$ cat src/design/tks_pkg.sv
// ----------------------------------------------------------------------------
// tks_pkg
// Shared types and constants of the top-k score select unit.
// ----------------------------------------------------------------------------
package tks_pkg;

    localparam int KEEP_W     = 7;
    localparam int KEEP_RESET = 64;

    localparam logic CMD_INSERT = 1'b0;
    localparam logic CMD_DRAIN  = 1'b1;

    typedef struct packed {
        logic               command;
        logic [31:0]        node_a;
        logic [31:0]        node_b;
        logic signed [31:0] score;
    } in_item_t;

    typedef struct packed {
        logic [31:0]        node_a_res;
        logic [31:0]        node_b_res;
        logic signed [31:0] score_res;
        logic               last;
    } out_item_t;

    typedef struct packed {
        logic signed [31:0] score;
        logic [31:0]        node_a;
        logic [31:0]        node_b;
    } entry_t;

    typedef struct packed {
        logic      valid;
        out_item_t item;
    } out_push_t;

endpackage

$ cat src/design/tks_out_reg.sv
// ----------------------------------------------------------------------------
// tks_out_reg
// Result register: holds one transfer until the receiver takes it.
// ----------------------------------------------------------------------------
module tks_out_reg
    import tks_pkg::*;
(
    input  logic      aclk,
    input  logic      aresetn,
    input  out_push_t push,
    output logic      space,
    output logic      m_valid,
    input  logic      m_ready,
    output out_item_t m_item
);

    logic      valid_reg;
    logic      valid_next;
    out_item_t item_reg;
    out_item_t item_next;

    always_comb begin
        valid_next = valid_reg;
        item_next  = item_reg;
        if (m_ready) begin
            valid_next = 1'b0;
        end
        if (push.valid) begin
            valid_next = 1'b1;
            item_next  = push.item;
        end
    end

    always_ff @(posedge aclk) begin
        if (!aresetn) begin
            valid_reg <= 1'b0;
        end else begin
            valid_reg <= valid_next;
        end
        item_reg <= item_next;
    end

    assign space   = !valid_reg || m_ready;
    assign m_valid = valid_reg;
    assign m_item  = item_reg;

    // a push never lands on a result that is still waiting
    a_no_overwrite: assert property (@(posedge aclk) disable iff (!aresetn)
        push.valid |-> (!valid_reg || m_ready))
        else $error("result overwritten before transfer");

endmodule

$ cat config.mk
export PLATFORM = sky130hd
export DESIGN_NAME = tks_out_reg
export DESIGN_NICKNAME = d
export VERILOG_FILES = /design/src/design/tks_pkg.sv /design/src/design/tks_out_reg.sv
export SDC_FILE = /design/constraint.sdc
export NUM_CORES = 1
export LEC_CHECK = 0
export BUFFER_PORTS_ARGS = -buffer_cell sky130_fd_sc_hd__buf_2
export CORE_MARGIN = 3
export CORE_UTILIZATION = 44
export CTS_BUF_LIST = sky130_fd_sc_hd__clkbuf_16
export CTS_CLUSTER_DIAMETER = 100
export CTS_CLUSTER_SIZE = 40
export DETAILED_ROUTE_END_ITERATION = 12
export PLACE_DENSITY = 0.89
export SYNTH_ARGS = -nofsm -noshare
export SYNTH_HDL_FRONTEND = slang
export SYNTH_SLANG_ARGS = --single-unit
$ cat constraint.sdc
create_clock -name aclk -period 1.5 [get_ports aclk]
set_input_delay 0 -clock aclk [delete_from_list [all_inputs] [get_ports aclk]]
set_output_delay 0 -clock aclk [all_outputs]
set_load 0.01 [all_outputs]
# == After elaboration in Yosys (flattened, before gate mapping) ==
# Index checks and enable logic that the tools add are counted.
# word_totals
regBits,98
out_inout_bits,99
wordCells,10
# classes
muxes,2
reduce_logical,3
# op_table
operator,count
1-bit two-way mux,2
2-bit nonzero test,1
1-bit zero test,1
1-bit logical OR,1

# == Longest topological paths before layout ==
# logic_depth
ltp_word,2
depth_mapped,2
depth_no_buf,2

# == Worst setup path before layout ==
# OpenSTA, ideal clock, no wires.
# synth_path
kind,register to register
start,"register, netlist name m_valid"
end,"register valid_reg, in the netlist m_valid"
setup_time_ps,66
t_arrival_ps,598
required_time_ps,1434
slack_ps,836
path_stages_with_launch,3
path_buffers,0
period_less_slack_ps,664
path_cell_list,dfxtp_1 nand2b_4 a21boi_2
# synth_lines
item,line,source
to (signal assigned),tks_out_reg.sv:38,valid_reg <= valid_next;
to (decl),tks_out_reg.sv:17,logic valid_reg;

==> metrics.txt <==
setup_tns 0 ps; clk slew on worst S/H paths 70 ps; vias per cell 4.77; RSZ-0062 raised after global routing no; DP Wirelength 5660 um; die area 0.00775 mm^2; outcome finished clean; worst path required time 1780 ps; CP delay by family, top buffers and inverters; Rows 29; P_sw 1500 uW; Core Area 0.00642 mm^2; Synth Register Bits 98; pre-CTS setup slack 612 ps; Final Max Slew Viols 0; Fmax 0.830 GHz; Die Y 88.0 um; area of placed instances 0.00410 mm^2; power share of the sequential group 0.515; final antenna-violating net count 0; starting density of the core 0.461; internal power 4970 uW; startpoint types register; Die X 88.0 um; Final Setup Violations 0; measured slew at the worst slew-check pin 315 ps; ratio of cells with drive above 1 in the final layout 0.523; clock group share of total power 0.366; drt pass-1 iters 4; Cells after DPL 379; Switching Fraction 0.232; final hold violations 0; leak pwr 0.00233 uW; fin crit share 0.803; synthesis warning total 0; GRT overflow 0; CP max FO 2; most frequent cells in the layout buf_2, dlygate4sd3_1, edfxtp_1; port bufs 199; Routed WL 11,100 um; pwr/cell area 1200 mW/mm^2; Worst slew margin 0.790; H-tree depth 3; final worst setup slack 295 ps; Layout Cells excl Fill 495; routability cong. 0.724; Hold/Removal Path Class in -> reg; CTS Buffer Depth 2; reg-to-reg startpoint m_valid; io pins 200; via count 2,363; Detailed Route Iter0 Violations 159; Final Net Count 513; Hold Crit Start push[97]; Synth area leaders edfxtp_1, dfxtp_1, nand2b_4; CP endpoint m_valid; Yosys top cell area share 0.984; WL/cell 22.4 um; delay of the slowest critical-path stage 560 ps; Unique masters post-synth 5; DRC Markers 0; Avg Cell Area, Syn 29.3 um^2; initial antenna violation count 1; number of global-route vias before repair 2,683; synthesized instance count 101; max-cap viol count 0; kind of critical path reg -> reg; GR Util All Layers 0.295; CTS tree built; clock skew 0 ps; Critical R2R Capture m_valid; Area growth syn-to-layout 82.1%; CTS root buf clkbuf_16; Logic pwr share 0.119; R2R depth 3; clock sink count 98; Yosys top cell by area edfxtp_1; Final min period 1210 ps; Post-CTS Resized 0; cell area after layout 0.00539 mm^2; Seq/Total Area, Yosys 0.990; first-pass GRT wire length 15,500 um; worst setup path start m_valid; Worst R2R Setup Slack 290 ps; largest net degree at the start of global routing 41; syn_nets 202; Levels on crit path 3; worst skew pair latency 340 ps; Mapped Area 0.00296 mm^2; clock buffer count from CTS 9; critical path arrival 1490 ps; Max IR drop VDD 1660 uV; Critical-path top delay cell dlygate4sd3_1; Worst Setup End Kind register; crit path cell chain nand2b_4 > a21boi_2 > dlygate4sd3_1; leading cell type in the layout, fill and taps excluded buf_2; Worst Path Buf+Inv 1
-- stage by stage --
stage                     hold WS (ps)   util  total power (uW)
after floorplan                   98.9      -              3490
after global placement             176  0.638              3870
after detailed placement           178  0.638              3900
after CTS                         68.5  0.839              6380
after global routing              74.1  0.840              6670
final                             73.4  0.840              6470
-- layout make-up --
cell class                      count  area [um^2]
Sequential cell                    98         2930
Timing Repair Buffer              300         2030
Fill cell                         280         1030
Clock buffer                        9          225
Tap cell                           77         96.3
Clock inverter                      7         78.8
Multi-Input combinational cell      2         25.0
Inverter                            1         3.75
Antenna cell                        1         2.50
-- synth_stat cells, drive strengths merged --
cell type	number
edfxtp	97
dfxtp	1
nand2b	1
inv	1
a21boi	1
-- power groups by stage --
stage	Sequential [uW]	Clock [uW]	Combinational [uW]
after floorplan	3490	0	5.97
after global placement	3350	0	520
after detailed placement	3360	0	540
after CTS	3310	2330	744
after global routing	3350	2500	819
final	3330	2370	771
-- sequential cells by signal (all words and copies together) (netlist names) --
name	count
m_valid	1
m_item	97
-- worst reg2reg max path, cell delays in order, from the launching register on --
cell and delay (ps):
dfxtp_1 400, nand2b_4 80, a21boi_2 120, dlygate4sd3_1 560
-- per-layer routing --
metal,routed length (um),vias to the layer above,GRT usage
li1,-,1028,-
met1,3600,1132,0.302
met2,5780,173,0.510
met3,1330,30,0.151
met4,363,0,0.125
met5,0,-,0
-- how the worst min path moves through the flow --
stage / slack (ps) / to / cells after the start
global route: 70 / m_item[15] / 1
detailed placement: 180 / m_item[14] / 1
finish: 70 / m_item[15] / 1
global placement: 180 / m_item[29] / 1
CTS: 70 / m_item[44] / 1
floorplan: 100 / m_item[0] / 0
-- repair_timing --
item | 4_1_cts | 5_1_grt
setup buffers | 0 | 0
hold buffers | 99 | 0
hold endpoints to repair | 98 | 0
-- kinds of logic (layout without fill, tap and decap cells) --
logic type             count (synthesis)  in the layout  share of synthesized area
buffers and inverters                  1            317                    0.00127
flip-flops                            98             98                      0.990
AND/OR/NAND/NOR                        1              1                    0.00465
AO/OA/AOI/OAI                          1              1                    0.00380
other                                  0              1                          0
Power figures use the tool's default switching activity.
